<file path="src/rtl/pclru_pkg.sv">
// ----------------------------------------------------------------------------
// pclru_pkg
// Shared widths, register codes and control types of the page cache lookup.
// ----------------------------------------------------------------------------
`default_nettype none

package pclru_pkg;

	// Fixed field widths
	localparam int ADDR_W    = 25;
	localparam int RPC_W     = 12;
	localparam int SIU_W     = 7;
	localparam int CFG_W     = 12;
	localparam int CFG_IDX_W = 1;
	localparam int STAMP_W   = 32;
	localparam int TOTAL_W   = 32;

	// Slots 0 and 1 are pinned; slot 1 is the padding slot
	localparam int PINNED_COUNT = 2;
	localparam int PAD_SLOT     = 1;

	// Configuration register indexes
	localparam logic [CFG_IDX_W-1:0] CFG_REAL_PAGE_COUNT = CFG_IDX_W'(0);
	localparam logic [CFG_IDX_W-1:0] CFG_SLOTS_IN_USE    = CFG_IDX_W'(1);

	// Configuration reset values
	localparam logic [RPC_W-1:0] RPC_RESET = RPC_W'(2048);
	localparam logic [SIU_W-1:0] SIU_RESET = SIU_W'(64);

	// Enables of the page map and slot owner memories
	typedef struct packed {
		logic map_re;
		logic map_we;
		logic own_re;
		logic own_we;
	} dir_ctrl_t;

endpackage

`default_nettype wire

</file>
<file path="src/rtl/pclru_scan.sv">
// ----------------------------------------------------------------------------
// pclru_scan
// Slot stamp memory and victim search: reads one stamp a cycle from slot 2 up
// to the last live slot and keeps the oldest, lowest index on ties.
// ----------------------------------------------------------------------------
`default_nettype none

module pclru_scan #(
	parameter int MAX_SLOTS = 64,
	localparam int SLOT_W = $clog2(MAX_SLOTS)
) (
	input  wire                              clk,
	input  wire                              arst_n,
	input  wire                              start,
	input  wire  [SLOT_W-1:0]                last_slot,
	input  wire                              st_we,
	input  wire  [SLOT_W-1:0]                st_waddr,
	input  wire  [pclru_pkg::STAMP_W-1:0]    st_wdata,
	output logic                             done,
	output logic [SLOT_W-1:0]                victim
);

	logic [pclru_pkg::STAMP_W-1:0] stamp_mem [MAX_SLOTS];
	logic [pclru_pkg::STAMP_W-1:0] stamp_rd_s1;
	logic [pclru_pkg::STAMP_W-1:0] best_stamp_q;
	logic [SLOT_W-1:0]             issue_q;
	logic [SLOT_W-1:0]             idx_s1;
	logic [SLOT_W-1:0]             best_q;
	logic                          busy_q;
	logic                          vld_s1;
	logic                          last_s1;
	logic                          done_q;

	// Stamp memory: write port from the controller, read port for the scan
	always_ff @(posedge clk) begin
		if (st_we) begin
			stamp_mem[st_waddr] <= st_wdata;
		end
		if (busy_q) begin
			stamp_rd_s1 <= stamp_mem[issue_q];
		end
	end

	// Advance the read pointer and track which read is the last one
	always_ff @(posedge clk or negedge arst_n) begin
		if (!arst_n) begin
			busy_q  <= 1'b0;
			issue_q <= '0;
			vld_s1  <= 1'b0;
			last_s1 <= 1'b0;
			done_q  <= 1'b0;
		end else begin
			vld_s1  <= busy_q;
			last_s1 <= busy_q && (issue_q == last_slot);
			done_q  <= vld_s1 && last_s1;
			if (start) begin
				busy_q  <= 1'b1;
				issue_q <= SLOT_W'(pclru_pkg::PINNED_COUNT);
			end else if (busy_q) begin
				issue_q <= issue_q + SLOT_W'(1);
				if (issue_q == last_slot) begin
					busy_q <= 1'b0;
				end
			end
		end
	end

	// Keep the smallest stamp; a strict compare leaves ties on the lower slot
	always_ff @(posedge clk) begin
		idx_s1 <= issue_q;
		if (start) begin
			best_q       <= SLOT_W'(pclru_pkg::PINNED_COUNT);
			best_stamp_q <= '1;
		end else if (vld_s1 && (stamp_rd_s1 < best_stamp_q)) begin
			best_q       <= idx_s1;
			best_stamp_q <= stamp_rd_s1;
		end
	end

	assign done   = done_q;
	assign victim = best_q;

endmodule

`default_nettype wire

</file>
<file path="config.mk">
export PLATFORM = sky130hd
export DESIGN_NAME = pclru_scan
export DESIGN_NICKNAME = d
export VERILOG_FILES = /design/src/rtl/pclru_pkg.sv /design/src/rtl/pclru_scan.sv
export SDC_FILE = /design/constraint.sdc
export NUM_CORES = 2
export LEC_CHECK = 0
export BUFFER_PORTS_ARGS = -buffer_cell sky130_fd_sc_hd__buf_4
export CAP_MARGIN = 20
export CELL_PAD_IN_SITES_DETAIL_PLACEMENT = 0
export CELL_PAD_IN_SITES_GLOBAL_PLACEMENT = 1
export CORE_MARGIN = 3
export CORE_UTILIZATION = 64
export CTS_BUF_LIST = sky130_fd_sc_hd__clkbuf_4 sky130_fd_sc_hd__clkbuf_8
export DETAILED_ROUTE_END_ITERATION = 8
export PLACE_DENSITY = 0.95
export SETUP_SLACK_MARGIN = 0.2
export SLEW_MARGIN = 10
export SYNTH_ARGS = -nofsm -noshare
export SYNTH_HDL_FRONTEND = slang
export SYNTH_SLANG_ARGS = --single-unit
</file>
<file path="constraint.sdc">
create_clock -name clk -period 5.35 [get_ports clk]
set_input_delay 1.07 -clock clk [delete_from_list [all_inputs] [get_ports clk]]
set_output_delay 1.07 -clock clk [all_outputs]
set_load 0.1 [all_outputs]
</file>
* Yosys cells after proc, flatten, opt, wreduce, memory -nomap -nowiden
Memories as Yosys holds them, arrays and structs flattened. A register that Yosys moved wholly into a read port is not among the register bits.
Cells that the tools add are included.
** Operators by class
- $add $sub $neg :: 1
- $mul :: 0
- Div/mod/pow operators :: 0
- $lt $le $gt $ge :: 1
- Equal/unequal tests :: 1
- Shifts and indexed selects :: 0
- Muxes and demuxes :: 7
- Bitwise gates (word level) :: 0
- Reduce and logical (&&, ||, !) cells :: 4
** Operators with widths (number)
- 32-bit less-than comparator :: 1
- 6-bit two-way mux :: 2
- 6-bit by 1-bit adder with 6-bit output (second input constant) :: 1
- 6-bit equality test :: 1
- 1-bit two-way mux :: 5
- 1-bit logical AND :: 3
- 2-bit nonzero test :: 1
** Storage, ports and cells
- Register bits after elaboration :: 54
- Latch bits :: 0
- Memory bits (writable) :: 2048
- ROM bits :: 0
- Input bits :: 48
- Output and inout bits :: 7
- Word-level logic and storage cells :: 23
- Memories kept :: 1
** Memory list
- stamp_mem :: words 64, bits a word 32, rd ports 1, clocked after memory_dff 1, write ports 1, RTL line pclru_scan.sv:23 : logic [pclru_pkg::STAMP_W-1:0] stamp_mem [MAX_SLOTS];

* Longest topological paths before layout
- Depth in word-level cells :: 4
- Depth in mapped cells :: 10
- Gate-level depth less buffers :: 8

* Worst setup path before layout
OpenSTA, ideal clock, no wires.
- Path kind :: input -> register
- Start point :: input port st_waddr[3]
- End point :: memory stamp_mem[48][0] (netlist bit), enable pin
- Data arrival time :: 3.769 ns
- Required time :: 4.889 ns
- Slack :: 1.120 ns
- Cell stages on the path :: 4
- Buffers on the path :: 1
- Cell sequence :: clkbuf_1 -> nor2b_1 -> nand4b_1 -> nor3_1
** RTL lines
- start: declaration :: RTL line pclru_scan.sv:17 : input wire [SLOT_W-1:0] st_waddr,
- end: declaration :: RTL line pclru_scan.sv:23
No word-level cell before the write port.

==> flow_summary.yaml <==
setup_path:
  startpoint: "issue_q[0]"
  critPathArrivalTime_ns: 4.42
  start_kind: "flip-flop"
  critPathKind: "reg -> reg"
  critPathMaxStageDelay_ns: 0.92
  crit_path_end_kind: "flip-flop"
  slowest_stage: "dfrtp_4"
  crit_path_cell_trace: "buf_12 > mux4_2 > mux4_2 > a22oi_1 > nand2_1"
  required_ns: 6.06
  cpMostUsedCell: "mux4_2"
  crit_path_max_fanout: 94
  rr_startpoint: "issue_q[0]"
synth:
  synth_nets: 3452
  postSynthAreaPerCell_um2: 24.2
  synthArstFlopShare: 0.00469
  yosysSeqAreaShare: 0.781
  synth-xor-area-share: 0.00108
  ys_seq_elements: 2134
  synth_flop_cell: "edfxtp_1"
  synthSimpleGateAreaFrac: 0.00978
  synth_top_family_by_area: "multiplexers"
  synth_cells: 3372
  synth-compound-area-share: 0.0144
  synthMuxAreaShare: 0.178
  synth_fa_ha_area_frac: 0.00492
  netlist_area_mm2: 0.0815
  synth-edff-count: 2080
  ys_types: 40
  yosysWarnings: 0
sta:
  fin_crit_ns: 3.71
  post-route-period-util: 0.693
  fmax_mhz: 270
  finalSetupViolations: 0
  drv_slew: 0
  setup_tns_ns: 0
  fin_ws_ns: 1.64
  final_hold_viol_count: 0
  fin_skew_ns: 0.0662
  relSlewSlack: 0.223
  rsz0062_at_grt: "no"
  tightest_slew_ns: 1.16
clocking:
  cts_tree: "done"
  clockBufferDepth: 4
  root_buffer: "clkbuf_8"
  cts_htree_levels: 5
  clock-sinks: 2134
  clk_pin_slew_ns: 0.07
  clk_latency_ns: 1.01
  cts_buffers: 330
  cts_resized: 0
placement:
  routabilityCongestion: 0.850
  place_inst: 4980
  numPortBuffers: 54
  dp_hpwl_um: 121000
  pre_cts_ws_ns: 1.27
  dpl_cell_area_mm2: 0.0846
die:
  die_height_um: 363
  ios: 55
  core-area_mm2: 0.126
  initial_core_util: 0.646
  die_w_um: 363
  rows: 130
  dieArea_mm2: 0.132
power:
  clock_power_share: 0.359
  intPower_mw: 27.1
  power.total_mw: 35.7
  seqPwrFrac: 0.531
  ir_drop_uv: 335
  switching_power_mw: 8.66
  p_per_area_mw_per_mm2: 393
  p_leak_nw: 28.7
  p_comb_frac: 0.111
  switching_share: 0.242
route:
  viasPerCell: 7.32
  dr_wl_met3_um: 26600
  drt-met1-wl_um: 68400
  antenna_left: 0
  wl_um: 211000
  drtIter0Drc: 6798
  vias: 40574
  drc: 0
  dr.max_layer_used: "met5"
  wl_per_cell_um: 38.1
  met2_length_um: 107000
  drtPass1Iterations: 6
hold_path:
  min_path_type: "in -> reg"
  min-delay-start: "last_slot[4]"
grt:
  grt_max_degree: 95
  antenna_found_initial: 13
  grt_first_pass_wirelength_um: 288000
  gr-total-overflow: 0
  grt_pass1_vias: 40164
  gr-usage-all-layers: 0.312
job:
  drv_cap: 0
run_status:
  status: "finished, final reports clean"
finish:
  drive_gt1_frac: 0.348
  layout.nets: 3755
  post_layout_nonfiller_instances: 5545
  area_delta_synth_final_pct: 11.6
  fin_area_mm2: 0.0909
Yosys cell counts (3+ instances only):
library cell / n / area share
mux2i_1: 7 / 0.00086
xor2_1: 7 / 0.00075
dfxtp_1: 44 / 0.011
xnor2_1: 3 / 0.00032
nand4_1: 11 / 0.00084
ha_1: 32 / 0.0049
buf_4: 4 / 0.00037
nor2_1: 76 / 0.0035
edfxtp_1: 2080 / 0.77
a22oi_1: 64 / 0.0059
nor2b_1: 8 / 0.00061
mux4_2: 640 / 0.18
nand2_1: 41 / 0.0019
a21o_1: 5 / 0.00046
nand3_1: 11 / 0.00068
buf_2: 56 / 0.0034
clkbuf_1: 104 / 0.0048
o21ai_0: 4 / 0.00025
a211o_1: 32 / 0.0034
buf_1: 21 / 0.00097
inv_1: 33 / 0.0015
a21oi_1: 13 / 0.00080
a31oi_1: 31 / 0.0024
nand2b_1: 13 / 0.0010
dfrtp_1: 10 / 0.0031
power groups by stage:
stage,Sequential [mW],Clock [mW],Combinational (mW)
after floorplan,19.1,0,2.57
after global placement,19.3,0,3.70
after detailed placement,19.3,0,3.88
after CTS,19.0,12.7,3.90
after global routing,19.0,13.5,4.16
final,19.0,12.8,3.96
cell type report:
cell class,count,area (um2)
Antenna cell,3,7.51
Clock buffer,440,5420
Clock inverter,109,552
Fill cell,6189,35200
Inverter,33,124
Multi-Input combinational cell,1018,17500
Sequential cell,2134,63600
Tap cell,1650,2060
Timing Repair Buffer,158,1650
stage by stage:
step                      hold WS (ns)   util
after floorplan                  0.345      -
after global placement           0.440  0.671
after detailed placement         0.456  0.671
after CTS                        0.315  0.719
after global routing             0.393  0.721
final                            0.403  0.721
critical path, delay by kind of cell, from the launching register on:
family | cells | cell delay [ns]
AOI/OAI and AO/OA | 1 | 0.48
DFF | 1 | 0.92
buffers and inverters | 1 | 0.64
muxes | 2 | 1.17
and+or+nand+nor | 1 | 0.13
worst paths after layout:
kind	end	slack [ns]	depth (start not counted)
max in group asynchronous	issue_q[0]	4.61	2
max reg2reg	stamp_rd_s1[23]	1.64	5
min	last_s1	0.40	4
min reg2reg	victim[2]	0.46	2
max	stamp_rd_s1[23]	1.64	5
min in group asynchronous	issue_q[1]	0.47	2
placed cells by master (no fill, tap or decap), types with 33 or more instances in the layout:
| cell type | instances |
|---|---|
| a22oi_1 | 64 |
| buf_4 | 123 |
| clkbuf_4 | 101 |
| clkbuf_8 | 339 |
| clkinv_1 | 71 |
| dfxtp_1 | 44 |
| edfxtp_1 | 2080 |
| inv_1 | 33 |
| mux4_2 | 640 |
| nand2_1 | 41 |
| nor2_4 | 63 |
sequential cells by signal (all words and copies together), names as in the netlist:
| register | flops |
|---|---|
| stamp_mem | 2048 |
| best_stamp_q | 32 |
| stamp_rd_s1 | 32 |
| idx_s1 | 6 |
| issue_q | 6 |
| victim | 6 |
| busy_q | 1 |
| done | 1 |
| last_s1 | 1 |
| vld_s1 | 1 |
per-layer routing:
layer  up-vias  track usage
li1      15174            -
met1     20946        0.427
met2      3834        0.502
met3       614       0.0703
met4         6        0.121
met5         -            0
kinds of logic after synthesis:
| group | after synthesis |
|---|---|
| compound gates | 154 |
| xor+xnor | 10 |
| fa+ha+maj | 32 |
| buf+inv | 220 |
| flops | 2134 |
| mux | 647 |
| simple gates | 175 |
what timing repair did:
action | in CTS | in global routing
setup endpoints to repair | 0 | 0
hold buffers | 1 | 0
buffers inserted | 0 | 0
hold endpoints to repair | 10 | 0
No activity file was read; power rests on OpenSTA's default activity.
